## src/hdl/ffts_ram.sv

```systemverilog
module ffts_ram #(
	parameter int W = 8,
	parameter int D = 16,
	localparam int AW = $clog2(D)
) (
	input  logic          clk,
	input  logic          we,
	input  logic [AW-1:0] waddr,
	input  logic [W-1:0]  wdata,
	input  logic [AW-1:0] raddr,
	output logic [W-1:0]  rdata
);

	logic [W-1:0] mem [D];

	always_ff @(posedge clk) begin
		if (we) begin
			mem[waddr] <= wdata;
		end
		rdata <= mem[raddr];
	end

endmodule

```

## config.mk

```make
export PLATFORM = sky130hd
export DESIGN_NAME = ffts_ram
export DESIGN_NICKNAME = d
export VERILOG_FILES = /design/src/hdl/ffts_ram.sv
export SDC_FILE = /design/constraint.sdc
export NUM_CORES = 1
export LEC_CHECK = 0
export ABC_AREA = 1
export BUFFER_PORTS_ARGS = -buffer_cell sky130_fd_sc_hd__buf_2
export CAP_MARGIN = 40
export CORE_ASPECT_RATIO = 1.4
export CORE_MARGIN = 1
export CORE_UTILIZATION = 30
export DETAILED_ROUTE_END_ITERATION = 10
export RECOVER_POWER = 25
export SLEW_MARGIN = 20
export SYNTH_ARGS = -nofsm -noshare
export SYNTH_HDL_FRONTEND = slang
export SYNTH_SLANG_ARGS = --single-unit
```

## constraint.sdc

```tcl
create_clock -name clk -period 2.99 [get_ports clk]
set_clock_uncertainty 0.1 [all_clocks]
set_input_delay 0 -clock clk [delete_from_list [all_inputs] [get_ports clk]]
set_output_delay 0 -clock clk [all_outputs]
set_load 0.02 [all_outputs]
```

# Word-level counts from Yosys, hierarchy flattened
# Memory sizes are Yosys's and may differ from the RTL's. A register that Yosys moved wholly into a read port is not among the register bits.
# Index checks and enable logic that the tools add are counted.
[totals]
elab_cells = 3
memories = 1
mem_bits_rw = 128
inputBits = 18
reg_bits = 0
output_inout_bits = 8
[mem_list]
columns = ["memory", "words", "word_bits", "rd", "rd_ports_with_merged_regs", "write_ports", "line", "rtl"]
rows = [
  ["mem", 16, 8, 1, 1, 1, "14", "logic [W-1:0] mem [D];"],
]
[classes]
n_mux = 2
[ops]
columns = ["cell", "n"]
rows = [
  ["$mux W1", 2],
]

# Logic depth before layout (Yosys ltp)
# Gate-level depths: netlist of run 1.
[logic_depth]
word_depth = 2
ltp_mapped = 8
depth_no_buf = 7

# Worst setup path after synthesis of run 1
# No wires, ideal clock.
[synth_timing]
kind = "in2reg"
from = "in waddr[2]"
to = "mem mem[10][0] (enable)"
t_arrival_ps = 581
required_time_ps = 2520
setup_time_ps = 370
path_buffers = 0
slack_ps = 1939
stages = 2
path_cell_list = "nand3b_1 > nor2_1"
[synth_lines]
columns = ["element", "line", "rtl"]
rows = [
  ["from (decl)", "8", "input logic [AW-1:0] waddr,"],
  ["to (decl)", "14", ""],
]
# No word-level cell before the write port.

==> flow_summary.yaml, run 1 <==
status:
  status: "finished, final reports clean"
place:
  placed_area_sq_um: 6070
  routabilityCongestion: 0.772
  place_hpwl_um: 7800
  preCtsSetupSlack_ns: 1.43
  place_inst: 799
  portBuffers: 25
worst_hold_path:
  hp-class: "primary input to flip-flop"
  hp-start: "waddr[0]"
  hold_path_depth: 3
  holdPathEnd: "mem[13][0]"
power_and_ir_drop:
  p_leak_nw: 2.85
  seqPwrFrac_pct: 48.3
  p_int_mw: 3.33
  cellPowerDensity_nw_per_um2: 656
  peakVddDrop_mv: 0.384
  comb_power_share_pct: 6.2
  pwr-share-clk_pct: 45.5
  power_mw: 4.43
  swShare_pct: 24.9
  switching_power_mw: 1.11
floorplan:
  die-height_um: 166
  core.rowCount: 59
  die_area_sq_um: 19800
  die_x_um: 119
  start_util_pct: 30.9
  design.core.area_sq_um: 18700
  io_pins: 26
global_routing:
  antenna_found_initial: 0
  grt_pass1_vias: 3529
  grt_max_degree: 65
  grt_overflow: 0
  globalRouteTotalUtil_pct: 13.6
  grt_pass1_wl_um: 19700
clock_tree:
  cts_max_level: 4
  root_buffer: "clkbuf_16"
  post_cts_buffers: 0
  cts_buffer_depth: 2
  cts_buffers: 17
  clk_latency_ns: 0.42
  cts.reportedPaths.clkPinSlew_ns: 0.06
  cts.sinks: 136
  cts_tree: "yes"
route:
  via_per_inst: 4.32
  post_drt_wl_per_cell_um: 15.1
  drt-total-wl_um: 12700
  drc: 0
  firstDrtPassIters: 4
  ant_nets: 0
  num_vias: 3649
  dr.first_iter.drc_count: 208
setup_path:
  path_delay_family: "buffers and inverters"
  reg2reg_to: "rdata[1]"
  rrSetupSlack_ns: 1.43
  path_class: "primary input to flip-flop"
  cp-start-kind: "primary input"
  crit_buf_inv: 4
  path_cells: "dlygate4sd3_1, buf_2, inv_1, nand3_1, nand3_1, dlygate4sd3_1, nand2_1"
  slowest_stage: "dlygate4sd3_1"
  arrival_ns: 2.09
  setup.worst_path.end_class: "flip-flop"
  r2r-start: "mem[11][1]"
  crit_required_ns: 3.20
  critPathMaxStageDelay_ns: 0.55
  path_max_fanout: 17
  rr_worst_depth: 7
sta:
  hold_viol: 0
  rsz0062_at_grt: "no"
  min_period_ns: 1.88
  period_share_pct: 63.0
  fin_tns_setup_ns: 0
  setup_violations: 0
  max_freq_mhz: 531
  slew_headroom_pct: 39.5
  worst_pin_slew_ns: 0.908
  maxSlewViolCount: 0
  fin_ws_ns: 1.11
layout:
  diodes: 0
  multi_input_area_sq_um: 1210
  area_delta_synth_final_pct: 17.1
  ff_latch_area_sq_um: 4000
  fill_cells: 1831
  layout-drive-gt1-share_pct: 9.33
  fin_area_sq_um: 6750
  layout.cells.non_filler: 844
  fin_nets: 605
logic_synthesis:
  ys_seq_area_share_pct: 69.4
  synth_top_area_share_pct: 66.7
  synthCells: 551
  ys_ff_latch: 136
  yosysTopAreaCell: "edfxtp_1"
  synth_area_sq_um: 5770
  ys_top_cells_by_area: "edfxtp_1 (67%), nand2_1 (11%), nand3_1 (8.4%)"
  synth_warnings: 0
  syn_area_per_cell_sq_um: 10.5
  synth.distinct_cells: 12
  synth_nets: 569
flow_run:
  drv_cap: 0
-- worst max-delay path by stage --
stage,from,endpoint,depth (start not counted)
final,raddr[2],rdata[1],7
after global routing,raddr[2],rdata[1],7
after global placement,raddr[0],rdata[5],8
after detailed placement,waddr[3],mem[6][0],3
after CTS,raddr[2],rdata[1],7
after floorplan,waddr[2],mem[10][0],2
-- layout make-up --
| class | instances | area share [%] |
|---|---|---|
| Sequential cell | 136 | 59.3 |
| Multi-Input combinational cell | 289 | 18.0 |
| Clock buffer | 17 | 6.30 |
| Inverter | 102 | 5.67 |
| Tap cell | 244 | 4.52 |
| Timing Repair Buffer | 41 | 4.04 |
| Clock inverter | 15 | 2.20 |
-- state kept, by name (all words and copies together) (netlist names) --
name and cells:
mem 128, rdata 8
-- power groups by stage --
stage	clock network (mW)	registers [mW]	logic [mW]
floorplan	0	2.20	0.150
global placement	0	2.18	0.264
detailed placement	0	2.18	0.267
CTS	2.04	2.14	0.279
global route	2.12	2.15	0.305
finish	2.01	2.14	0.274
-- tightest hold or removal path, cell delays in order --
cell,delay [ns]
buf_2,0.11
nand2_1,0.16
nor2_1,0.14
-- layout by cell type (no fill, tap or decap), drive strengths merged --
cell / instances
nand2: 173
inv: 114
dfxtp: 8
nand3: 97
clkbuf: 25
buf: 22
nor2: 17
dlygate4sd3: 11
edfxtp: 128
nand3b: 2
clkinv: 3
-- metal layers --
| layer | routed length [um] | up-vias | share of wire [%] | GRT usage [%] |
|---|---|---|---|---|
| li1 | - | 1848 | - | - |
| met5 | 0 | - | 0 | 0 |
| met4 | 321 | 0 | 2.5 | 6.55 |
| met1 | 5270 | 1705 | 42 | 16.1 |
| met2 | 6680 | 80 | 53 | 23.1 |
| met3 | 428 | 16 | 3.4 | 3.09 |
-- metrics by stage --
step / hold slack (ns) / utilization, %
after floorplan: -0.00113 / -
after detailed placement: 0.277 / 32.5
after global placement: 0.280 / 32.5
after global routing: 0.0763 / 36.2
final: 0.0815 / 36.2
after CTS: 0.109 / 36.1
-- synthesized netlist by cell type --
library cell	number
buf_1	1
buf_2	13
buf_4	4
buf_6	6
dfxtp_1	8
edfxtp_1	128
inv_1	100
inv_2	2
nand2_1	173
nand3_1	97
nand3b_1	2
nor2_1	17
-- cells by family after synthesis --
logic type | synth area share, %
buffers and inverters | 9.52
flip-flops | 69.4
AND/OR/NAND/NOR | 21.0
-- repair_timing --
| action | 4_1_cts | 5_1_grt |
|---|---|---|
| hold endpoints to repair | 136 | 0 |
| gates resized for setup | 0 | 0 |
| hold buffers | 11 | 0 |
Power figures use the tool's default switching activity.
==> inputs of run 2 (changes only) <==
clock period = 1.9 ns   (was 2.99 ns; I/O delays follow)
==> run 2 against run 1 <==
  * Utilization grew 0.55 points
  * Die area is the same
  * Cell count grew 1.5%
  * Critical endpoint unchanged
  * Count of clock-buffer cells in the layout is the same
  * Flip-flop and latch count is the same
  * First-iteration DRC count grew 65%
  * Clock power grew 72%
  * Routed wire length grew 3.1%
  * Via count grew 2.5%
  * Final area grew 1.5%
  * Global-route usage grew 0.76 points
==> flow_summary.yaml, run 2 (same netlist as run 1, synthesis figures left out) <==
power_and_ir_drop:
  power_mw: 7.27
  seqPwrFrac_pct: 46.5
  p_int_mw: 5.68
  p_leak_nw: 2.90
  swShare_pct: 21.9
  pwr-share-clk_pct: 47.6
  comb_power_share_pct: 6.0
  switching_power_mw: 1.59
  peakVddDrop_mv: 0.611
  cellPowerDensity_nw_per_um2: 1060
global_routing:
  globalRouteTotalUtil_pct: 14.4
  antenna_found_initial: 0
  grt_pass1_vias: 3720
  grt_max_degree: 35
  grt_overflow: 0
  grt_pass1_wl_um: 20900
layout:
  fin_area_sq_um: 6860
  layout.cells.non_filler: 857
  layout-drive-gt1-share_pct: 10.8
  mostFrequentLayoutCells: "nand2_1 (173), edfxtp_1 (128), inv_1 (100), nand3_1 (97), buf_2 (22)"
  largest_register_ffs: 128
  layout_commonest_cell: "nand2_1"
  fin_nets: 618
  regMostFlops: "mem"
  diodes: 0
  area_delta_synth_final_pct: 18.9
  top_regs: "mem (128), rdata (8)"
route:
  drt-total-wl_um: 13100
  via_per_inst: 4.37
  firstDrtPassIters: 6
  num_vias: 3742
  ant_nets: 0
  drc: 0
  post_drt_wl_per_cell_um: 15.3
  dr.first_iter.drc_count: 344
clock_tree:
  cts_buffer_depth: 2
  clk_latency_ns: 0.42
  cts.reportedPaths.clkPinSlew_ns: 0.06
  post_cts_buffers: 0
  cts_resized: 0
  cts_tree: "yes"
  cts_max_level: 4
  root_buffer: "clkbuf_16"
  cts.sinks: 136
  cts_buffers: 17
sta:
  worst_pin_slew_ns: 0.637
  setup_violations: 0
  holdWs_ns: 0.0541
  rsz0062_at_grt: "no"
  max_freq_mhz: 855
  min_period_ns: 1.17
  period_share_pct: 61.6
  hold_viol: 0
  maxSlewViolCount: 0
  fin_tns_setup_ns: 0
  slew_headroom_pct: 57.5
setup_path:
  path_delay_family: "simple AND/OR/NAND/NOR gates"
  path_max_fanout: 1
  path_class: "flip-flop to flip-flop"
  slowest_stage: "edfxtp_1"
  path_cells: "inv_1, nand2_1, nand3_1, nand3_1, nand3_1, nand2_1"
  crit_buf_inv: 1
  critPathMaxStageDelay_ns: 0.37
  crit_path_frequent_cell: "nand3_1"
  arrival_ns: 1.38
  cp-start-kind: "flip-flop"
  crit_required_ns: 2.11
  setup.worst_path.end_class: "flip-flop"
floorplan:
  core.rowCount: 59
  io_pins: 26
  start_util_pct: 30.9
  die_x_um: 119
  die-height_um: 166
  die_area_sq_um: 19800
  design.core.area_sq_um: 18700
status:
  status: "finished, final reports clean"
place:
  routabilityCongestion: 0.768
  portBuffers: 25
  place_hpwl_um: 8220
  place_inst: 816
  placed_area_sq_um: 6180
flow_run:
  drv_cap: 0
worst_hold_path:
  hp-class: "primary input to flip-flop"
run 2: cell count changes in the layout (fill, tap and decap cells not counted):
cell,previous run,this run
dlygate4sd3_1,11,9
clkinv_2,0,3
clkinvlp_4,0,4
inv_8,7,0
buf_12,1,0
clkinv_4,3,2
buf_4,3,10
inv_6,5,2
buf_2,18,22
clkbuf_1,8,13
bufinv_16,0,4
run 2: layer usage:
| layer | part of all wire [%] | vias up | routed length, um | GRT usage (%) |
|---|---|---|---|---|
| met5 | 0 | - | 0 | 0 |
| met3 | 4.3 | 27 | 566 | 2.51 |
| li1 | - | 1871 | - | - |
| met2 | 49 | 108 | 6380 | 23.4 |
| met4 | 4.1 | 0 | 535 | 9.52 |
| met1 | 43 | 1736 | 5620 | 17.4 |
run 2: worst paths after layout:
path / slack [ns] / from / to / cells past startpoint
hold reg to reg: 0.57 / mem[2][1] / rdata[1] / 6
setup / recovery: 0.73 / mem[9][1] / rdata[1] / 6
setup reg to reg: 0.73 / mem[9][1] / rdata[1] / 6
hold / removal: 0.05 / raddr[2] / rdata[1] / 5
run 2: per-stage QoR:
step	setup WS, ns	util (%)
after floorplan	0.849	-
after global placement	0.599	33.1
after detailed placement	0.571	33.1
after CTS	0.704	36.9
after global routing	0.650	36.7
final	0.730	36.7
run 2: power by group through the flow:
stage / logic [mW] / registers, mW / clock network, mW
CTS: 0.444 / 3.38 / 3.49
detailed placement: 0.427 / 3.44 / 0
global route: 0.486 / 3.38 / 3.63
finish: 0.433 / 3.38 / 3.46
global placement: 0.424 / 3.44 / 0
floorplan: 0.237 / 3.46 / 0
run 2: layout make-up:
type | count | area, sq um
Clock inverter | 15 | 200
Tap cell | 244 | 305
Inverter | 102 | 383
Multi-Input combinational cell | 289 | 1210
Fill cell | 1845 | 11800
Timing Repair Buffer | 54 | 324
Sequential cell | 136 | 4000
Clock buffer | 17 | 425
run 2: timing repair:
item                                    CTS  global route
endpoints found under the setup margin    0             0
hold endpoints to repair                136             0
hold buffers                              9             0
run 2: worst min-delay path, delay by kind of cell:
| kind | cells | cell delay (ns) |
|---|---|---|
| and+or+nand+nor | 3 | 0.24 |
| buffers and inverters | 2 | 0.31 |
==> inputs of run 3 (changes only) <==
clock period = 1 ns   (was 1.9 ns; I/O delays follow)
==> run 3 against run 2 <==
  * The flow now finishes with violations (setup timing)
  * Hold slack worse by 0.034 ns
  * Critical endpoint is now rdata[0]
  * Critical path type unchanged
  * Non-clock buffer count rose by 14
  * Clock power increased by 79%
  * Highest routed layer unchanged
  * Count of clock-buffer cells in the layout grew 2
  * Critical path depth unchanged
  * Die area is the same
  * Setup slack got worse by 0.75 ns
  * Final area is 6.1% higher
==> flow_summary.yaml, run 3 (same netlist as run 1, synthesis figures left out) <==
clock_tree:
  cts_buffer_depth: 2
  cts_max_level: 4
  clk_latency_ns: 0.42
  root_buffer: "clkbuf_16"
  cts_buffers: 17
  cts.reportedPaths.clkPinSlew_ns: 0.06
  cts_tree: "yes"
  cts.sinks: 136
route:
  firstDrtPassIters: 4
  num_vias: 3872
  drc: 0
  via_per_inst: 4.45
  ant_nets: 0
  drt-total-wl_um: 13500
  dr.first_iter.drc_count: 212
  post_drt_wl_per_cell_um: 15.5
status:
  status: "complete, but fails checks"
  failed_checks: "setup timing"
setup_path:
  path_class: "flip-flop to flip-flop"
  path_max_fanout: 1
  cp-start-kind: "flip-flop"
  setup.worst_path.end_class: "flip-flop"
  crit_required_ns: 1.21
  arrival_ns: 1.22
place:
  place_inst: 829
  place_hpwl_um: 8810
  routabilityCongestion: 0.745
  portBuffers: 25
layout:
  area_delta_synth_final_pct: 26.1
  top_regs: "mem (128), rdata (8)"
  largest_register_ffs: 128
  mostFrequentLayoutCells: "nand2_1 (170), edfxtp_1 (128), inv_1 (98), nand3_1 (60), nand3_2 (37)"
  layout_commonest_cell: "nand2_1"
  layout-drive-gt1-share_pct: 20.4
  fin_util_pct: 38.9
  regMostFlops: "mem"
  fin_nets: 632
  diodes: 0
  layout.cells.non_filler: 871
power_and_ir_drop:
  p_leak_nw: 3.12
  cellPowerDensity_nw_per_um2: 1870
  peakVddDrop_mv: 0.894
worst_hold_path:
  hp-class: "primary input to flip-flop"
flow_run:
  drv_cap: 0
sta:
  maxSlewViolCount: 0
  rsz0062_at_grt: "yes"
  fin_ws_ns: -0.0176
  period_share_pct: 102
  max_freq_mhz: 983
  worst_pin_slew_ns: 0.517
  setup_violations: 4
  min_period_ns: 1.02
  slew_headroom_pct: 65.6
  hold_viol: 0
global_routing:
  grt_overflow: 0
  globalRouteTotalUtil_pct: 14.4
  grt_pass1_wl_um: 21200
  grt_pass1_vias: 3921
  antenna_found_initial: 0
  grt_max_degree: 42
floorplan:
  die-height_um: 166
  die_area_sq_um: 19800
  core.rowCount: 59
  design.core.area_sq_um: 18700
  die_x_um: 119
  start_util_pct: 30.9
  io_pins: 26
==> run 3: cell types whose count changed in the layout (fill, tap and decap cells not counted), sizes merged, moves of 2 or more <==
cell      change
clkbuf        +2
buf          +12
clkinvlp      -2
clkinv        +3
inv           -2
==> run 3: final cells by class <==
| type | count | area, sq um |
|---|---|---|
| flip-flops and latches | 136 | 4020 |
| clock inverters | 13 | 155 |
| fillers | 1801 | 11400 |
| clock buffers | 19 | 433 |
| multi-input cells | 289 | 1410 |
| well taps | 244 | 305 |
| repair buffers | 68 | 573 |
| inverters | 102 | 383 |
==> run 3: path summary, 6_finish.rpt <==
path / to / start / cells past startpoint / slack (ns)
setup reg to reg: rdata[0] / mem[3][0] / 6 / -0.02
hold reg to reg: rdata[3] / mem[11][3] / 6 / 0.57
hold / removal: rdata[2] / raddr[2] / 5 / 0.02
setup / recovery: rdata[0] / mem[3][0] / 6 / -0.02
==> run 3: worst max-delay path, stage by stage (launching register included) <==
cell,delay (ns)
edfxtp_1,0.35
nand2_1,0.07
nand2_1,0.05
nand2_1,0.09
nand3_2,0.10
nand3_2,0.09
nand2_1,0.05
==> run 3: per-stage QoR <==
| step | hold slack (ns) | cell area (sq um) | power (mW) | setup TNS (ns) | worst slack, ns |
|---|---|---|---|---|---|
| 6_report | 0.0201 | 7270 | 13.6 | -0.0467 | -0.0176 |
| 5_1_grt | 0.0659 | 7270 | 14.0 | -0.564 | -0.0837 |
| 4_1_cts | 0.0142 | 7230 | 13.7 | -0.0622 | -0.0301 |
| 3_5_place_dp | 0.324 | 6410 | 7.43 | -10.14 | -0.133 |
| 3_3_place_gp | 0.333 | 6410 | 7.42 | -9.77 | -0.112 |
| 2_1_floorplan | -0.00113 | 5770 | 7.02 | -4.12 | -0.0508 |
==> run 3: layer usage <==
layer,track usage [%],share of wire (%)
met5,0,0
met4,6.22,1.3
met3,2.23,4.5
met2,26.1,55
met1,16.5,40
==> run 3: where the power goes <==
part           internal, mW  total (mW)  switching [mW]
sequential             6.38        6.43          0.0544
clock                  3.90        6.18            2.28
combinational         0.361       0.994           0.633
==> run 3: repair_timing <==
item	4_1_cts	5_1_grt
hold buffers	10	0
resized for setup	38	25
cloned	0	0
pin swaps	18	21
setup buffers	0	0
endpoints found under the setup margin	13	12
hold endpoints to repair	136	0
